`config.mk`:
```
export PLATFORM = sky130hd
export DESIGN_NAME = clock_date_time_setter
export DESIGN_NICKNAME = d
export VERILOG_FILES = /design/src/sv/cdts_pkg.sv /design/src/sv/cdts_wday.sv /design/src/sv/clock_date_time_setter.sv
export VERILOG_INCLUDE_DIRS = /design/src /design/src/sv
export SDC_FILE = /design/constraint.sdc
export NUM_CORES = 1
export LEC_CHECK = 0
export ABC_CLOCK_PERIOD_IN_PS = 4500
export BUFFER_PORTS_ARGS = -buffer_cell sky130_fd_sc_hd__buf_2
export CORE_MARGIN = 4
export CORE_UTILIZATION = 45
export DETAILED_ROUTE_END_ITERATION = 16
export PLACE_DENSITY = 0.79
export SETUP_SLACK_MARGIN = 0.3
export SLEW_MARGIN = 20
export SYNTH_ARGS = -nofsm -noshare
export SYNTH_HDL_FRONTEND = slang
export SYNTH_SLANG_ARGS = --single-unit
```
`constraint.sdc`:
```
create_clock -name clk -period 4.5 [get_ports clk]
set_clock_uncertainty 0.2 [all_clocks]
set_input_delay 0.9 -clock clk [delete_from_list [all_inputs] [get_ports clk]]
set_output_delay 0.9 -clock clk [all_outputs]
set_load 0.005 [all_outputs]
```
`src/sv/assert_macros.svh`:
```
// Assertion macros for the RTL files; only the top level includes them.
`ifndef ASSERT_MACROS_SVH
`define ASSERT_MACROS_SVH
`ifndef SYNTHESIS
`define ASSERT_IMPL(lbl, clk, rst_n, ante, cons) \
  lbl: assert property (@(posedge clk) disable iff (!rst_n) (ante) |-> (cons)) \
    else $error("assertion failed");
`define ASSERT_NEXT(lbl, clk, rst_n, ante, cons) \
  lbl: assert property (@(posedge clk) disable iff (!rst_n) (ante) |=> (cons)) \
    else $error("assertion failed");
`else
`define ASSERT_IMPL(lbl, clk, rst_n, ante, cons)
`define ASSERT_NEXT(lbl, clk, rst_n, ante, cons)
`endif
`endif

```
`src/sv/cdts_pkg.sv`:
```
// Types, codes and calendar tables for the clock date and time setter.
package cdts_pkg;

  typedef enum logic [2:0] {
    S_IDLE,
    S_EDIT,
    S_WSTART,
    S_WWAIT,
    S_DONE
  } state_t;

  localparam logic [2:0] MODE_LOAD   = 3'd0;
  localparam logic [2:0] MODE_UP     = 3'd1;
  localparam logic [2:0] MODE_DOWN   = 3'd2;
  localparam logic [2:0] MODE_SAVE   = 3'd3;
  localparam logic [2:0] MODE_CANCEL = 3'd4;

  localparam logic [2:0] FIELD_HOURS   = 3'd0;
  localparam logic [2:0] FIELD_MINUTES = 3'd1;
  localparam logic [2:0] FIELD_SECONDS = 3'd2;
  localparam logic [2:0] FIELD_DAY     = 3'd3;
  localparam logic [2:0] FIELD_MONTH   = 3'd4;
  localparam logic [2:0] FIELD_YEAR    = 3'd5;

  localparam logic [11:0] YEAR_MIN = 12'd2000;
  localparam logic [11:0] YEAR_MAX = 12'd2099;
  localparam logic [11:0] YEAR_DEF = 12'd2018;

  typedef struct packed {
    logic [2:0]  weekday;
    logic [11:0] year;
    logic [3:0]  month;
    logic [4:0]  day;
    logic [5:0]  seconds;
    logic [5:0]  minutes;
    logic [4:0]  hours;
  } ld_t;

  typedef struct packed {
    logic        date_changed;
    logic        time_changed;
    logic [2:0]  weekday;
    logic [11:0] year;
    logic [3:0]  month;
    logic [4:0]  day;
    logic [5:0]  seconds;
    logic [5:0]  minutes;
    logic [4:0]  hours;
  } res_t;

  typedef struct packed {
    logic       done;
    logic [2:0] wday;
  } wd_stat_t;

  function automatic logic [4:0] days_in(input logic [3:0] m, input logic leap);
    logic [4:0] n;
    case (m)
      4'd2:                      n = leap ? 5'd29 : 5'd28;
      4'd4, 4'd6, 4'd9, 4'd11:   n = 5'd30;
      default:                   n = 5'd31;
    endcase
    return n;
  endfunction

  function automatic logic [2:0] month_off(input logic [3:0] m);
    logic [2:0] t;
    case (m)
      4'd1:    t = 3'd6;
      4'd2:    t = 3'd2;
      4'd3:    t = 3'd2;
      4'd4:    t = 3'd5;
      4'd5:    t = 3'd0;
      4'd6:    t = 3'd3;
      4'd7:    t = 3'd5;
      4'd8:    t = 3'd1;
      4'd9:    t = 3'd4;
      4'd10:   t = 3'd6;
      4'd11:   t = 3'd2;
      4'd12:   t = 3'd4;
      default: t = 3'd4;
    endcase
    return t;
  endfunction

endpackage

```
`src/sv/cdts_wday.sv`:
```
// Weekday unit: builds the day sum, then reduces it modulo seven with one shared subtractor.
module cdts_wday (
  input  logic             clk,
  input  logic             rst_n,
  input  logic             start,
  input  logic [4:0]       day,
  input  logic [3:0]       month,
  input  logic [11:0]      year,
  output cdts_pkg::wd_stat_t stat
);
  import cdts_pkg::*;

  logic       busy_r, busy_nxt;
  logic       done_r, done_nxt;
  logic [7:0] rem_r, rem_nxt;
  logic [2:0] k_r, k_nxt;

  logic [6:0] yy;
  logic [7:0] wsum;
  logic [7:0] sub;

  assign yy   = 7'(year - YEAR_MIN);
  assign wsum = 8'(8'(yy) + 8'(yy[6:2]) + 8'(day) + 8'(month_off(month))
                - 8'((year[1:0] == 2'b00) && (month < 4'd3)));
  assign sub  = 8'(8'd7 << k_r);

  always_comb begin
    busy_nxt = busy_r;
    done_nxt = 1'b0;
    rem_nxt  = rem_r;
    k_nxt    = k_r;
    if (start) begin
      busy_nxt = 1'b1;
      rem_nxt  = (wsum == 8'd0) ? 8'd6 : 8'(wsum - 8'd1);
      k_nxt    = 3'd4;
    end else if (busy_r) begin
      if (rem_r >= sub) begin
        rem_nxt = 8'(rem_r - sub);
      end
      if (k_r == 3'd0) begin
        busy_nxt = 1'b0;
        done_nxt = 1'b1;
      end else begin
        k_nxt = 3'(k_r - 3'd1);
      end
    end
  end

  always_ff @(posedge clk) begin
    if (!rst_n) begin
      busy_r <= 1'b0;
      done_r <= 1'b0;
    end else begin
      busy_r <= busy_nxt;
      done_r <= done_nxt;
    end
    rem_r <= rem_nxt;
    k_r   <= k_nxt;
  end

  assign stat.done = done_r;
  assign stat.wday = 3'(rem_r[2:0] + 3'd1);

endmodule

```
`src/sv/clock_date_time_setter.sv`:
```
// Top level of the clock date and time setter: request decode, field edit and result register.
// Load, time steps, save and cancel pass the edit and done states before the result is registered;
// date steps also pass the weekday start and wait states, the wait taking five subtractor reduce steps.
// One request at a time: the next request is taken once the last result is registered,
// also while the previous result still waits on out_tready.
// Synchronous active-low reset: 2018-01-01 00:00:00, Monday, both changed flags clear.
module clock_date_time_setter (
  input  logic        clk,
  input  logic        rst_n,
  input  logic        in_tvalid,
  output logic        in_tready,
  input  logic [47:0] in_tdata,   // load_hours, load_minutes, load_seconds, load_day,
                                  // load_month, load_year, load_weekday, zero pad
  input  logic [6:0]  in_tuser,   // mode, field, load_failed
  output logic        out_tvalid,
  input  logic        out_tready,
  output logic [47:0] out_tdata,  // hours, minutes, seconds, day, month, year, weekday,
                                  // time_changed, date_changed, zero pad
  output logic [0:0]  out_tuser,  // write_clock
  output logic        out_tlast   // finished
);
  import cdts_pkg::*;

  state_t      state_r, state_nxt;
  logic [2:0]  mode_r, mode_nxt;
  logic [2:0]  field_r, field_nxt;
  logic        fail_r, fail_nxt;
  ld_t         ld_r, ld_nxt;

  logic [4:0]  hour_r, hour_nxt;
  logic [5:0]  minute_r, minute_nxt;
  logic [5:0]  second_r, second_nxt;
  logic [4:0]  day_r, day_nxt;
  logic [3:0]  month_r, month_nxt;
  logic [11:0] year_r, year_nxt;
  logic [2:0]  wday_r, wday_nxt;
  logic        tdirty_r, tdirty_nxt;
  logic        ddirty_r, ddirty_nxt;
  logic        wr_r, wr_nxt;
  logic        fin_r, fin_nxt;

  logic        ovalid_r, ovalid_nxt;
  res_t        ores_r, ores_nxt;
  logic        owr_r, owr_nxt;
  logic        ofin_r, ofin_nxt;

  logic        up;
  logic [3:0]  mon_new;
  logic [11:0] yr_new;
  logic [4:0]  dlen_cur, dlen_mon, dlen_yr;
  logic [3:0]  ld_mon;
  logic [11:0] ld_yr;
  logic [4:0]  ld_dlen, ld_day;

  logic        wd_start;
  wd_stat_t    wd_stat;

  cdts_wday u_wday (
    .clk   (clk),
    .rst_n (rst_n),
    .start (wd_start),
    .day   (day_r),
    .month (month_r),
    .year  (year_r),
    .stat  (wd_stat)
  );

  assign up       = (mode_r == MODE_UP);
  assign mon_new  = up ? ((month_r >= 4'd12) ? 4'd1 : 4'(month_r + 4'd1))
                       : ((month_r <= 4'd1) ? 4'd12 : 4'(month_r - 4'd1));
  assign yr_new   = up ? ((year_r >= YEAR_MAX) ? YEAR_MIN : 12'(year_r + 12'd1))
                       : ((year_r <= YEAR_MIN) ? YEAR_MAX : 12'(year_r - 12'd1));
  assign dlen_cur = days_in(month_r, year_r[1:0] == 2'b00);
  assign dlen_mon = days_in(mon_new, year_r[1:0] == 2'b00);
  assign dlen_yr  = days_in(month_r, yr_new[1:0] == 2'b00);

  assign ld_mon   = (ld_r.month < 4'd1) ? 4'd1 : ((ld_r.month > 4'd12) ? 4'd12 : ld_r.month);
  assign ld_yr    = (ld_r.year < YEAR_MIN) ? YEAR_MIN
                  : ((ld_r.year > YEAR_MAX) ? YEAR_MAX : ld_r.year);
  assign ld_dlen  = days_in(ld_mon, ld_yr[1:0] == 2'b00);
  assign ld_day   = (ld_r.day < 5'd1) ? 5'd1 : ((ld_r.day > ld_dlen) ? ld_dlen : ld_r.day);

  always_comb begin
    state_nxt  = state_r;
    mode_nxt   = mode_r;
    field_nxt  = field_r;
    fail_nxt   = fail_r;
    ld_nxt     = ld_r;
    hour_nxt   = hour_r;
    minute_nxt = minute_r;
    second_nxt = second_r;
    day_nxt    = day_r;
    month_nxt  = month_r;
    year_nxt   = year_r;
    wday_nxt   = wday_r;
    tdirty_nxt = tdirty_r;
    ddirty_nxt = ddirty_r;
    wr_nxt     = wr_r;
    fin_nxt    = fin_r;
    ores_nxt   = ores_r;
    owr_nxt    = owr_r;
    ofin_nxt   = ofin_r;
    ovalid_nxt = ovalid_r && !out_tready;
    wd_start   = 1'b0;
    in_tready  = (state_r == S_IDLE);

    case (state_r)
      S_IDLE: begin
        if (in_tvalid) begin
          mode_nxt  = in_tuser[2:0];
          field_nxt = in_tuser[5:3];
          fail_nxt  = in_tuser[6];
          ld_nxt    = ld_t'(in_tdata[40:0]);
          state_nxt = S_EDIT;
        end
      end
      S_EDIT: begin
        wr_nxt    = 1'b0;
        fin_nxt   = 1'b0;
        state_nxt = S_DONE;
        case (mode_r)
          MODE_LOAD: begin
            if (fail_r) begin
              hour_nxt   = 5'd0;
              minute_nxt = 6'd0;
              second_nxt = 6'd0;
              day_nxt    = 5'd1;
              month_nxt  = 4'd1;
              year_nxt   = YEAR_DEF;
              wday_nxt   = 3'd1;
              tdirty_nxt = 1'b1;
              ddirty_nxt = 1'b1;
            end else begin
              hour_nxt   = (ld_r.hours > 5'd23) ? 5'd23 : ld_r.hours;
              minute_nxt = (ld_r.minutes > 6'd59) ? 6'd59 : ld_r.minutes;
              second_nxt = (ld_r.seconds > 6'd59) ? 6'd59 : ld_r.seconds;
              day_nxt    = ld_day;
              month_nxt  = ld_mon;
              year_nxt   = ld_yr;
              wday_nxt   = (ld_r.weekday == 3'd0) ? 3'd1 : ld_r.weekday;
              tdirty_nxt = 1'b0;
              ddirty_nxt = 1'b0;
            end
          end
          MODE_UP, MODE_DOWN: begin
            case (field_r)
              FIELD_HOURS: begin
                hour_nxt   = up ? ((hour_r >= 5'd23) ? 5'd0 : 5'(hour_r + 5'd1))
                                : ((hour_r == 5'd0) ? 5'd23 : 5'(hour_r - 5'd1));
                tdirty_nxt = 1'b1;
              end
              FIELD_MINUTES: begin
                minute_nxt = up ? ((minute_r >= 6'd59) ? 6'd0 : 6'(minute_r + 6'd1))
                                : ((minute_r == 6'd0) ? 6'd59 : 6'(minute_r - 6'd1));
                tdirty_nxt = 1'b1;
              end
              FIELD_SECONDS: begin
                second_nxt = up ? ((second_r >= 6'd59) ? 6'd0 : 6'(second_r + 6'd1))
                                : ((second_r == 6'd0) ? 6'd59 : 6'(second_r - 6'd1));
                tdirty_nxt = 1'b1;
              end
              FIELD_DAY: begin
                day_nxt    = up ? ((day_r >= dlen_cur) ? 5'd1 : 5'(day_r + 5'd1))
                                : ((day_r <= 5'd1) ? dlen_cur : 5'(day_r - 5'd1));
                ddirty_nxt = 1'b1;
                state_nxt  = S_WSTART;
              end
              FIELD_MONTH: begin
                month_nxt  = mon_new;
                day_nxt    = (day_r > dlen_mon) ? dlen_mon : day_r;
                ddirty_nxt = 1'b1;
                state_nxt  = S_WSTART;
              end
              FIELD_YEAR: begin
                year_nxt   = yr_new;
                day_nxt    = (day_r > dlen_yr) ? dlen_yr : day_r;
                ddirty_nxt = 1'b1;
                state_nxt  = S_WSTART;
              end
              default: begin
              end
            endcase
          end
          MODE_SAVE: begin
            wr_nxt  = tdirty_r || ddirty_r;
            fin_nxt = 1'b1;
          end
          MODE_CANCEL: begin
            fin_nxt = 1'b1;
          end
          default: begin
          end
        endcase
      end
      S_WSTART: begin
        wd_start  = 1'b1;
        state_nxt = S_WWAIT;
      end
      S_WWAIT: begin
        if (wd_stat.done) begin
          wday_nxt  = wd_stat.wday;
          state_nxt = S_DONE;
        end
      end
      S_DONE: begin
        if (!ovalid_r || out_tready) begin
          ores_nxt.hours        = hour_r;
          ores_nxt.minutes      = minute_r;
          ores_nxt.seconds      = second_r;
          ores_nxt.day          = day_r;
          ores_nxt.month        = month_r;
          ores_nxt.year         = year_r;
          ores_nxt.weekday      = wday_r;
          ores_nxt.time_changed = tdirty_r;
          ores_nxt.date_changed = ddirty_r;
          owr_nxt               = wr_r;
          ofin_nxt              = fin_r;
          ovalid_nxt            = 1'b1;
          state_nxt             = S_IDLE;
        end
      end
      default: begin
        state_nxt = S_IDLE;
      end
    endcase
  end

  always_ff @(posedge clk) begin
    if (!rst_n) begin
      state_r  <= S_IDLE;
      ovalid_r <= 1'b0;
      hour_r   <= 5'd0;
      minute_r <= 6'd0;
      second_r <= 6'd0;
      day_r    <= 5'd1;
      month_r  <= 4'd1;
      year_r   <= YEAR_DEF;
      wday_r   <= 3'd1;
      tdirty_r <= 1'b0;
      ddirty_r <= 1'b0;
    end else begin
      state_r  <= state_nxt;
      ovalid_r <= ovalid_nxt;
      hour_r   <= hour_nxt;
      minute_r <= minute_nxt;
      second_r <= second_nxt;
      day_r    <= day_nxt;
      month_r  <= month_nxt;
      year_r   <= year_nxt;
      wday_r   <= wday_nxt;
      tdirty_r <= tdirty_nxt;
      ddirty_r <= ddirty_nxt;
    end
    mode_r  <= mode_nxt;
    field_r <= field_nxt;
    fail_r  <= fail_nxt;
    ld_r    <= ld_nxt;
    wr_r    <= wr_nxt;
    fin_r   <= fin_nxt;
    ores_r  <= ores_nxt;
    owr_r   <= owr_nxt;
    ofin_r  <= ofin_nxt;
  end

  assign out_tvalid = ovalid_r;
  assign out_tdata  = {5'b0, ores_r};
  assign out_tuser  = owr_r;
  assign out_tlast  = ofin_r;

`include "assert_macros.svh"

  `ASSERT_NEXT(a_accept_edit, clk, rst_n, in_tvalid && in_tready, state_r == S_EDIT)
  `ASSERT_IMPL(a_wd_done_wait, clk, rst_n, wd_stat.done, state_r == S_WWAIT)
  `ASSERT_IMPL(a_write_finishes, clk, rst_n, out_tvalid && out_tuser[0], out_tlast)
  `ASSERT_IMPL(a_wday_nonzero, clk, rst_n, out_tvalid, out_tdata[40:38] != 3'd0)

endmodule

```
==> key figures <==
Drt
  • Total wire length: 24100 um
  • WL met2: around 11000 um
  • Drt via density: 5.97
  • First DRT Iteration DRCs: 926
  • Via count: 8226
  • Routed WL per cell: 17.5 um
  • TritonRoute pass-1 iters: 6
  • Post-route ant nets: 0
  • DR top layer: met4
  • WL met1: 9870 um
  • Met3 wire len: ~2100 um
  • Residual DRC count: 0

Timing
  • Minimum clock period: 4480 ps
  • Fmax: 223 MHz
  • Tcrit/Tclk final: 99.6%
  • Relative slew slack: 35.3%
  • Slew @ Worst Pin: 971 ps
  • Final-report hold violation count: 0
  • Final setup fails: 0
  • Sum Neg Setup Slack: 0 ps
  • Final setup margin: 17.3 ps
  • Pins Over Slew Limit: 0
  • RSZ-0062 raised after global routing: yes

Setup path
  • Arrival @ worst endpoint: 4460 ps
  • Top Family by Delay on Critical Path: adder cells
  • Max incr delay on CP: ~500 ps
  • Critical Path, Cell by Cell: inv_4 > ha_4 > inv_4 > nor4_4 > ha_2 > inv_2 > fa_1 > inv_2 > fa_1 > inv_2 > ha_4 > buf_4 > a21o_1 > a311o_1 > a21oi_1 > xnor2_1 > nor2_4 > a41o_4 > o32a_1
  • CP max stage cell: fa_1
  • Worst Setup End Kind: flop
  • Cell mode on critical path: inv_2
  • Bufs and invs on worst path: 6
  • Crit-path max FO: 7
  • Worst Setup Start Kind: flop
  • CP Class: reg2reg
  • Critical Path RT: 4480 ps

Global route
  • Largest net degree at the start of global routing: 48
  • Number of global-route vias before repair: 7495
  • GRT Overall Usage: 20.0%
  • First-pass GRT wire length: 38000 um
  • Total gr overflow: 0
  • Initial antenna violation count: 1

Yosys
  • Simple-gate share of the synthesized area: 16.4%
  • Ys Warns: 0
  • Mapped Area: 9380 um^2
  • Asr flop ratio synth: 0%
  • Cell taking the most area after synthesis: edfxtp_1
  • Post-Syn Instances: 986
  • Post-synth EDFFs: around 100
  • Avg Cell Area, Syn: 9.52 um^2
  • Yosys reg bits: 158
  • Post-synthesis xor/xnor area fraction: 2.89%
  • Synth Area in Compound Gates: 19.0%
  • Synth cell types: 77
  • Area contributors post-synth: edfxtp_1 33%, dfxtp_1 12%, ha_1 8.5%
  • Sequential share of the synthesized area: 44.7%
  • Multiplexer share of the synthesized area: ~1.2%
  • Synth Area in Adders: 10.5%
  • Largest family of logic cells by synthesized area: compound AO/OA/AOI/OAI gates
  • Share of the synthesized area in the top cell type: between 30% and 40%
  • Predominant post-synthesis flop cell: edfxtp_1

Die
  • Die area: 23200 um^2
  • Core area: 20400 um^2
  • I/O pins: 111
  • Die height: ~150 um
  • DIE WIDTH: 152 um
  • Site Rows: 52
  • Initial Util: ~46%

Clock network
  • Reg clk slew, reported paths: approximately 60 ps
  • CTS buffer count: 17
  • Max clock buf depth: 2
  • H-tree depth: 4
  • TritonCTS clock tree: yes
  • Clk_lat worst skew: between 400 and 500 ps
  • Root Buffer: clkbuf_16
  • Hold Buf Count CTS: 0
  • Clock sink count: 158

Place
  • Final HPWL DP: 16900 um
  • Port Buffer Count: 98
  • Placed cell count: 1339
  • Final Wtd Congestion: 0.932
  • Pre-CTS setup slack: -77.8 ps

Layout
  • Most frequent cells in the layout: 103 x edfxtp_1, 98 x buf_2, 81 x nor2_1, 71 x nand2_1, 69 x a21oi_1
  • Most common cell after layout, fill and taps aside: edfxtp_1
  • Synthesis-to-finish area growth: 18.2%
  • Non-Filler Instances: roughly 1400
  • Proportion of layout cells with a drive suffix above 1: about 20%
  • NumNets Final: about 1200
  • Core Util, Final: 54.5%

Power and ir drop
  • Pwr per Cell Area: 413 nW/um^2
  • Leak: 4.35 nW
  • Peak VDD IR: 0.280 mV
  • Tot Pwr: 4.58 mW

Run
  • Max_cap viols: 0

Hold path
  • HP Class: reg2reg

Status
  • Status: complete, no violations
-- what timing repair did --
action,in CTS,in global routing
pin swaps,11,5
hold endpoints to repair,0,0
setup buffers,5,1
gates resized for setup,11,9
setup endpoints to repair,8,12
-- worst reg2reg max path, stage by stage (launching register included) --
cell	delay, ps
dfxtp_4	350
inv_4	60
ha_4	150
inv_4	40
nor4_4	200
ha_2	200
inv_2	30
fa_1	480
inv_2	40
fa_1	490
inv_2	50
ha_4	150
buf_4	130
a21o_1	160
a311o_1	350
a21oi_1	180
xnor2_1	240
nor2_4	90
a41o_4	330
o32a_1	290
-- cell families (layout without fill, tap and decap cells) --
kind of cell	after synthesis	in the layout
and+or+nand+nor	314	314
AOI/OAI and AO/OA	277	277
DFF	158	158
buffers and inverters	122	239
adders and majority gates	73	73
xor gates and xnor gates	31	31
muxes	10	10
other	1	6
-- metal layers --
metal  vias up  GRT usage (%)
met5         -              0
met4         0           8.43
met3        76           4.66
met2       439           32.2
met1      3850           25.9
li1       3861              -
-- power by group --
group          internal (mW)  switching [mW]  total (mW)
Clock                  0.837           0.599        1.44
Sequential              1.68          0.0863        1.77
Combinational          0.609           0.768        1.38
-- flip-flops by register name, indices dropped and copies added (netlist names), 3 cells and up, named ones only --
| signal | count |
|---|---|
| month_r | 4 |
| year_r | 12 |
| mode_r | 3 |
| u_wday.k_r | 3 |
| hour_r | 5 |
| wday_r | 3 |
| out_tdata | 43 |
| u_wday.rem_r | 8 |
| state_r | 3 |
| ld_r | 41 |
| day_r | 5 |
| second_r | 6 |
| field_r | 3 |
| minute_r | 6 |
-- stage by stage --
stage,hold WS [ps],area [um^2]
6_report,220,11100
5_1_grt,226,11100
4_1_cts,221,11000
3_5_place_dp,206,10300
3_3_place_gp,209,10300
2_1_floorplan,200,9490
-- synth_stat cells (all sizes together) (15+ instances only) --
cell	instances
a21oi	73
a31oi	26
and3	18
buf	15
clkbuf	40
dfxtp	55
edfxtp	103
ha	64
inv	65
nand2	71
nand3	31
nor2	84
nor3	37
o21ai	69
xnor2	21
-- area by class of cell --
| type | instances | area (um^2) |
|---|---|---|
| inverter | 67 | 264 |
| antenna | 1 | 2.50 |
| timing repair buffer | 140 | 806 |
| fill | 1721 | 9270 |
| multi-input combinational | 710 | 4900 |
| tap | 270 | 338 |
| clock inverter | 12 | 136 |
| sequential | 158 | 4200 |
| clock buffer | 20 | 447 |
-- path summary, 6_finish.rpt --
| check | startpoint | endpoint | slack, ps | cells after the start |
|---|---|---|---|---|
| worst max-delay path | year_r[1] | u_wday.rem_r[2] | 20 | 19 |
| worst min-delay path | fin_r | out_tlast | 220 | 0 |
| worst max register to register | year_r[1] | u_wday.rem_r[2] | 20 | 19 |
| worst min register to register | fin_r | out_tlast | 220 | 0 |
Note: power is estimated with default switching activity, not from simulation.
